==> config.mk <==
export PLATFORM = sky130hd
export DESIGN_NAME = keyed_deque_list
export DESIGN_NICKNAME = d
export VERILOG_FILES = /design/src/rtl/kdl_pkg.sv /design/src/rtl/keyed_deque_list.sv /design/src/rtl/kdl_ram.sv /design/src/rtl/kdl_datapath.sv /design/src/rtl/kdl_ctrl.sv
export SDC_FILE = /design/constraint.sdc
export NUM_CORES = 2
export LEC_CHECK = 0
export ABC_AREA = 0
export BUFFER_PORTS_ARGS = -buffer_cell sky130_fd_sc_hd__buf_2
export CAP_MARGIN = 20
export CORE_UTILIZATION = 55
export DETAILED_ROUTE_END_ITERATION = 8
export PLACE_DENSITY = 0.71
export SETUP_SLACK_MARGIN = 0.1
export SYNTH_ARGS = -nofsm -noshare
export SYNTH_HDL_FRONTEND = slang
export SYNTH_SLANG_ARGS = --single-unit
==> constraint.sdc <==
create_clock -name clk -period 6 [get_ports clk]
set_clock_uncertainty 0.2 [all_clocks]
set_input_delay 0.3 -clock clk [delete_from_list [all_inputs] [get_ports clk]]
set_output_delay 0.3 -clock clk [all_outputs]
set_load 0.02 [all_outputs]
==> src/rtl/kdl_pkg.sv <==
// ---------------------------------------------------------------------------
// kdl_pkg
// Shared types and codes for the keyed deque list.
// ---------------------------------------------------------------------------
package kdl_pkg;

  localparam logic [1:0] ACT_INSERT      = 2'd0;
  localparam logic [1:0] ACT_REMOVE_HEAD = 2'd1;
  localparam logic [1:0] ACT_REMOVE_TAIL = 2'd2;
  localparam logic [1:0] ACT_REMOVE_KEY  = 2'd3;

  localparam logic [1:0] ST_OK       = 2'd0;
  localparam logic [1:0] ST_EMPTY    = 2'd1;
  localparam logic [1:0] ST_NOTFOUND = 2'd2;
  localparam logic [1:0] ST_FULL     = 2'd3;

  localparam int unsigned KEY_W   = 32;
  localparam int unsigned COUNT_W = 7;

  // controller to datapath commands
  typedef struct packed {
    logic load;      // capture command, set cursor to front or back
    logic wr_front;  // write key into slot of new front
    logic wr_shift;  // write last read data one slot ahead
    logic step;      // advance cursor
    logic hit_cap;   // latch read data as removed key
    logic cnt_inc;
    logic cnt_dec;
    logic done;      // emit result with status below
    logic [1:0] st;
  } kdl_cmd_t;

  // datapath to controller status
  typedef struct packed {
    logic [1:0] action;
    logic empty;
    logic full;
    logic match;     // registered read data equals key
    logic last;      // cursor at final element
  } kdl_stat_t;

endpackage

==> src/rtl/keyed_deque_list.sv <==
// ---------------------------------------------------------------------------
// keyed_deque_list
// Bounded ordered list of signed keys: insert front, remove front/back/key.
// ---------------------------------------------------------------------------
// channel   direction  handshake           fields
// command   in         start & !busy       action, key
// result    out        done (one cycle)    status, removed_key, count
//
// inserts and empty/full cases end in the decode state; remove front or back
// reads its slot and ends in the search state. remove by key searches and
// then shifts one element at a time, paced by the single ram read port and
// its registered read. busy drops as done rises. rst empties the list.
// ---------------------------------------------------------------------------
module keyed_deque_list import kdl_pkg::*; #(
  parameter int unsigned CAPACITY = 64
) (
  input  logic                    clk,
  input  logic                    rst,
  input  logic                    start,
  output logic                    busy,
  input  logic [1:0]              action,
  input  logic signed [KEY_W-1:0] key,
  output logic                    done,
  output logic [1:0]              status,
  output logic signed [KEY_W-1:0] removed_key,
  output logic [COUNT_W-1:0]      count
);

  kdl_cmd_t  cmd;
  kdl_stat_t stat;

  kdl_ctrl u_ctrl (
    .clk(clk), .rst(rst), .start(start), .busy(busy), .stat(stat), .cmd(cmd)
  );

  kdl_datapath #(.CAPACITY(CAPACITY)) u_dp (
    .clk(clk), .rst(rst), .action_in(action), .key_in(key),
    .cmd(cmd), .stat(stat),
    .res_valid(done), .res_status(status), .res_key(removed_key),
    .res_count(count)
  );

endmodule

==> src/rtl/kdl_ram.sv <==
// ---------------------------------------------------------------------------
// kdl_ram
// Generic single-port-write, single-port-read ram with registered read.
// ---------------------------------------------------------------------------
module kdl_ram #(
  parameter int unsigned WIDTH = 32,
  parameter int unsigned DEPTH = 64
) (
  input  logic                     clk,
  input  logic                     we,
  input  logic [$clog2(DEPTH)-1:0] waddr,
  input  logic [WIDTH-1:0]         wdata,
  input  logic [$clog2(DEPTH)-1:0] raddr,
  output logic [WIDTH-1:0]         rdata
);

  logic [WIDTH-1:0] mem [DEPTH];

  // write port and registered read
  always_ff @(posedge clk) begin
    if (we) mem[waddr] <= wdata;
    rdata <= mem[raddr];
  end

endmodule

==> src/rtl/kdl_datapath.sv <==
// ---------------------------------------------------------------------------
// kdl_datapath
// Circular buffer of keys with head pointer, count, cursor and result regs.
// ---------------------------------------------------------------------------
module kdl_datapath import kdl_pkg::*; #(
  parameter int unsigned CAPACITY = 64
) (
  input  logic                   clk,
  input  logic                   rst,
  input  logic [1:0]             action_in,
  input  logic signed [KEY_W-1:0] key_in,
  input  kdl_cmd_t               cmd,
  output kdl_stat_t              stat,
  output logic                   res_valid,
  output logic [1:0]             res_status,
  output logic signed [KEY_W-1:0] res_key,
  output logic [COUNT_W-1:0]     res_count
);

  localparam int unsigned AW = (CAPACITY > 1) ? $clog2(CAPACITY) : 1;
  localparam int unsigned CW = $clog2(CAPACITY + 1);

  logic [AW-1:0]    head;   // physical slot of front element
  logic [CW-1:0]    cnt;
  logic [CW-1:0]    cur;    // logical position of cursor
  logic [1:0]       act;
  logic [KEY_W-1:0] key;
  logic [KEY_W-1:0] rdata;
  logic [KEY_W-1:0] rem;
  logic [AW-1:0]    raddr, waddr, prev_addr;
  logic [KEY_W-1:0] wdata;
  logic             we;

  // logical position to physical slot, modulo capacity
  function automatic logic [AW-1:0] phys(input logic [AW-1:0] h, input logic [CW-1:0] p);
    logic [CW:0] s;
    begin
      s = {{(CW+1-AW){1'b0}}, h} + {1'b0, p};
      if (s >= (CW+1)'(CAPACITY)) s = s - (CW+1)'(CAPACITY);
      phys = s[AW-1:0];
    end
  endfunction

  always_comb begin
    raddr     = phys(head, cur);
    prev_addr = phys(head, cur - CW'(1));
    we        = cmd.wr_front | cmd.wr_shift;
    if (cmd.wr_front) begin
      waddr = (head == '0) ? AW'(CAPACITY - 1) : head - AW'(1);
      wdata = key;
    end else begin
      waddr = prev_addr;
      wdata = rdata;
    end
  end

  kdl_ram #(.WIDTH(KEY_W), .DEPTH(CAPACITY)) u_ram (
    .clk(clk), .we(we), .waddr(waddr), .wdata(wdata),
    .raddr(raddr), .rdata(rdata)
  );

  // status to controller
  assign stat.action = act;
  assign stat.empty  = (cnt == '0);
  assign stat.full   = (cnt >= CW'(CAPACITY));
  assign stat.match  = (rdata == key);
  assign stat.last   = (cur == cnt - CW'(1));

  // command capture, cursor, pointers and result
  always_ff @(posedge clk) begin
    if (rst) begin
      head      <= '0;
      cnt       <= '0;
      res_valid <= 1'b0;
    end else begin
      res_valid <= cmd.done;
      if (cmd.wr_front)
        head <= (head == '0) ? AW'(CAPACITY - 1) : head - AW'(1);
      if (cmd.cnt_inc) cnt <= cnt + CW'(1);
      if (cmd.cnt_dec) begin
        cnt <= cnt - CW'(1);
        // removing the front advances head
        if (act == ACT_REMOVE_HEAD)
          head <= (head == AW'(CAPACITY - 1)) ? '0 : head + AW'(1);
      end
    end
  end

  always_ff @(posedge clk) begin
    if (cmd.load) begin
      act <= action_in;
      key <= key_in;
      cur <= (action_in == ACT_REMOVE_TAIL) ? cnt - CW'(1) : '0;
      rem <= '0;
    end else if (cmd.step) begin
      cur <= cur + CW'(1);
    end
    if (cmd.hit_cap) rem <= rdata;
    if (cmd.done) begin
      res_status <= cmd.st;
      res_key    <= (cmd.st == ST_OK) ? (cmd.hit_cap ? rdata : rem) : '0;
      res_count  <= COUNT_W'(cmd.cnt_inc ? cnt + CW'(1)
                            : cmd.cnt_dec ? cnt - CW'(1) : cnt);
    end
  end

endmodule

==> src/rtl/kdl_ctrl.sv <==
// ---------------------------------------------------------------------------
// kdl_ctrl
// Command sequencer: decodes the action and walks the search and shift.
// ---------------------------------------------------------------------------
module kdl_ctrl import kdl_pkg::*; (
  input  logic      clk,
  input  logic      rst,
  input  logic      start,
  output logic      busy,
  input  kdl_stat_t stat,
  output kdl_cmd_t  cmd
);

  typedef enum logic [5:0] {
    S_IDLE   = 6'b000001,
    S_DECODE = 6'b000010,
    S_WAIT   = 6'b000100,
    S_SEARCH = 6'b001000,
    S_SWAIT  = 6'b010000,
    S_SHIFT  = 6'b100000
  } state_t;

  state_t state, state_next;

  always_ff @(posedge clk) begin
    if (rst) state <= S_IDLE;
    else     state <= state_next;
  end

  assign busy = (state != S_IDLE);

  // next state and commands
  always_comb begin
    state_next = state;
    cmd = '0;
    case (state)
      S_IDLE: begin
        if (start) begin
          cmd.load   = 1'b1;
          state_next = S_DECODE;
        end
      end
      S_DECODE: begin
        if (stat.action == ACT_INSERT) begin
          cmd.done = 1'b1;
          if (stat.full) cmd.st = ST_FULL;
          else begin
            cmd.wr_front = 1'b1;
            cmd.cnt_inc  = 1'b1;
            cmd.st       = ST_OK;
          end
          state_next = S_IDLE;
        end else if (stat.empty) begin
          cmd.done   = 1'b1;
          cmd.st     = ST_EMPTY;
          state_next = S_IDLE;
        end else begin
          // cursor already set, read first slot of interest
          state_next = S_WAIT;
        end
      end
      S_WAIT: begin
        state_next = S_SEARCH;
      end
      S_SEARCH: begin
        if (stat.action != ACT_REMOVE_KEY || stat.match) begin
          cmd.hit_cap = 1'b1;
          if (stat.action == ACT_REMOVE_HEAD || stat.action == ACT_REMOVE_TAIL
              || stat.last) begin
            cmd.done    = 1'b1;
            cmd.st      = ST_OK;
            cmd.cnt_dec = 1'b1;
            state_next  = S_IDLE;
          end else begin
            cmd.step   = 1'b1;
            state_next = S_SWAIT;
          end
        end else if (stat.last) begin
          cmd.done   = 1'b1;
          cmd.st     = ST_NOTFOUND;
          state_next = S_IDLE;
        end else begin
          cmd.step   = 1'b1;
          state_next = S_WAIT;
        end
      end
      S_SWAIT: begin
        // read data of the new cursor arrives at the end of this cycle
        state_next = S_SHIFT;
      end
      S_SHIFT: begin
        // move element at cursor one slot toward the front
        cmd.wr_shift = 1'b1;
        if (stat.last) begin
          cmd.done    = 1'b1;
          cmd.st      = ST_OK;
          cmd.cnt_dec = 1'b1;
          state_next  = S_IDLE;
        end else begin
          cmd.step   = 1'b1;
          state_next = S_SWAIT;
        end
      end
      default: state_next = S_IDLE;
    endcase
  end

endmodule

==> run_results.csv <==
group,metric,value,unit
status,outcome,"finished with violations",
status,violations,"DRC",
yosys,ys_seq_elements,2214,
routing,drc,24,
worst_setup_path,crit_path_end_kind,"register",
clock_tree,cts.sinks,2214,
yosys,syn_area,85600,um2
floorplanning,fp-row-count,144,
yosys,yosys.cell_types.count,60,
pwr,power_density,376,nW/um2
clock_tree,clk_latency,0.84,ns
floorplanning,die_h,397,um
global_route,grt_pass1_vias,41900,
routing,postRouteWirelength,212000,um
timing,period_share,83.2,%
routing,ant_nets,0,
yosys,synth_nets,3877,
global_route,grt_max_degree,97,
worst_setup_path,startpoint_type,"register",
clock_tree,cts_tree,"yes",
routing,dr.first_iter.drc_count,5758,
worst_setup_path,worstPathRequired,6.46,ns
global_route,overflow,0,
global_route,grt_pass1_wl,302000,um
timing,hold_viol,0,
yosys,yosysWarnings,0,
layout,nNetsFinal,4223,
layout,layout_commonest_cell,"edfxtp_1",
worst_setup_path,critPathKind,"register to register",
timing,worst_slew_pin_slew,1.14,ns
layout,final-seq-area,66000,um2
clock_tree,post_cts_buffers,0,
routing,vias,41900,
timing,drv_slew,0,
layout,final.fill_count,9915,
yosys,avgSynthCellArea,22.4,um2
yosys,ys_async_sr_fraction,0,%
floorplanning,die_w,397,um
timing,finalSetupViolCount,0,
placement,io_buffers,79,
yosys,synth.largest_area_cell,"edfxtp_1",
yosys,synthFlopType,"edfxtp_1",
floorplanning,die_area,157000,um2
worst_setup_path,crit_path_max_fanout,72,
yosys,yosysSeqAreaShare,77.0,%
pwr,cellLeakagePower,0.0309,uW
clock_tree,h-tree-depth,4,
clock_tree,path_clk_slew,0.06,ns
yosys,synth_top_area_share,75.8,%
clock_tree,numCtsBuffers,206,
timing,finalCriticalPeriod,4.99,ns
clock_tree,ctsLongestPathBuffers,3,
timing,fmax,200,MHz
yosys,syn_inst,3815,
worst_setup_path,cp.arrival,5.45,ns
clock_tree,ctsRootBufferMaster,"clkbuf_16",
timing,fin_setup_tns,0,ns
layout,synthToLayoutAreaGrowth,13.9,%
flow_run,drv_cap,0,
layout,multi_input_area,19400,um2
placement,place_congestion,0.875,
routing,wl_per_cell,33.2,um
timing,rsz0062_at_grt,"no",
global_route,track_usage,27.4,%
placement,dp_hpwl,122000,um
yosys,netlist_top_cells_area,"edfxtp_1, mux4_2, dfxtp_1",
global_route,antenna_found_initial,17,
floorplanning,initial_core_util,55.5,%
routing,routed_via_density,6.55,
layout,layout_common_cells,"edfxtp_1, mux4_2, clkbuf_16",
pwr,ir_worst_vdd,318,uV
layout,finalNonFillerCells,6390,
routing,first_pass_iters,8,
layout,drive_gt1_share,30.3,%
yosys,synth-edff-count,2162,
timing,slew-limit-headroom,23.2,%
placement,placed_cells,5927,
floorplanning,io_pins,80,
min_path,hp-class,"input pin to register",
floorplanning,core,154000,um2
[path summary, 6_finish.rpt]
| check | start | endpoint | slack (ns) | cells after the start |
|---|---|---|---|---|
| setup / recovery | u_dp.cur[0] | u_dp.u_ram.rdata[7] | 1.01 | 7 |
| hold / removal | key[26] | u_dp.key[26] | 0.05 | 2 |
| setup reg to reg | u_dp.cur[0] | u_dp.u_ram.rdata[7] | 1.01 | 7 |
| hold reg to reg | u_dp.rem[7] | u_dp.res_key[7] | 0.35 | 2 |
[critical path, cell delays in order, from the launching register on]
cell,delay (ns)
edfxtp_1,0.50
ha_1,0.28
fa_4,1.33
buf_12,0.42
mux4_2,0.39
mux4_2,0.53
mux2i_1,0.87
a21oi_1,0.18
[flip-flops by register name (all words and copies together), names as in the netlist, 6 cells and up]
name	cells
u_ctrl.state	6
u_dp.cur	7
u_dp.head	6
u_dp.key	32
u_dp.res_key	32
u_dp.u_ram.mem	2048
u_dp.cnt	7
u_dp.rem	32
u_dp.u_ram.rdata	32
u_dp.res_count	7
[per-stage QoR]
| step | instance area, um2 | power [uW] | hold WS, ns | util, % | setup WS, ns |
|---|---|---|---|---|---|
| 2_1_floorplan | 85600 | 21700 | 0.199 | - | 1.56 |
| 3_3_place_gp | 90200 | 24000 | 0.278 | 58.4 | 1.12 |
| 3_5_place_dp | 90300 | 24100 | 0.278 | 58.5 | 1.09 |
| 4_1_cts | 97500 | 36700 | 0.0173 | 63.1 | 1.08 |
| 5_1_grt | 97600 | 37600 | 0.0258 | 63.2 | 0.950 |
| 6_report | 97600 | 36700 | 0.0512 | 63.2 | 1.01 |
[power by group]
| part | internal (uW) | switching, uW |
|---|---|---|
| sequential | 18500 | 245 |
| clock | 7170 | 5580 |
| combinational | 1630 | 3530 |
[final cells by class]
type | instances | share of cell area (%)
repair buffers | 338 | 3.03
diodes | 3 | 0.00769
well taps | 2044 | 2.62
inverters | 25 | 0.0987
clock inverters | 100 | 0.913
multi-input cells | 1376 | 19.9
flip-flops and latches | 2214 | 67.6
clock buffers | 290 | 5.82
[cells by family after synthesis]
logic type,Yosys count,synth area share [%]
xor gates and xnor gates,66,0.675
adders and majority gates,25,0.383
buffers and inverters,225,1.02
DFF,2214,77.0
AOI/OAI and AO/OA,189,1.37
and+or+nand+nor,419,2.27
muxes,677,17.3
[per-layer routing]
layer | vias to the layer above | routed length (um) | GRT usage, %
met5 | - | 0 | 0
li1 | 16800 | - | -
met4 | 0 | 8680 | 10.9
met2 | 2412 | 103000 | 43.3
met1 | 22400 | 79100 | 38.1
met3 | 356 | 21400 | 5.20
[cell usage after synthesis (8+ instances only)]
library cell     n
clkbuf_1       127
a211oi_1        35
buf_1           59
or3_1           12
mux2i_1         35
nor2_1         130
xnor2_1         25
nand2_1        140
nand3_1         14
nor3_1          17
ha_1            23
a21o_1           8
and3_1          37
o21ai_0         13
mux4_2         640
nor2b_1         35
a21oi_1         98
nor4_1          11
xor2_1          41
dfxtp_1         52
buf_2           12
inv_1           24
edfxtp_1      2162
[timing repair]
action | in CTS | in global routing
endpoints found under the hold margin | 61 | 0
hold buffers | 64 | 0
resized for setup | 0 | 0
Note: power is estimated with default switching activity, not from simulation.
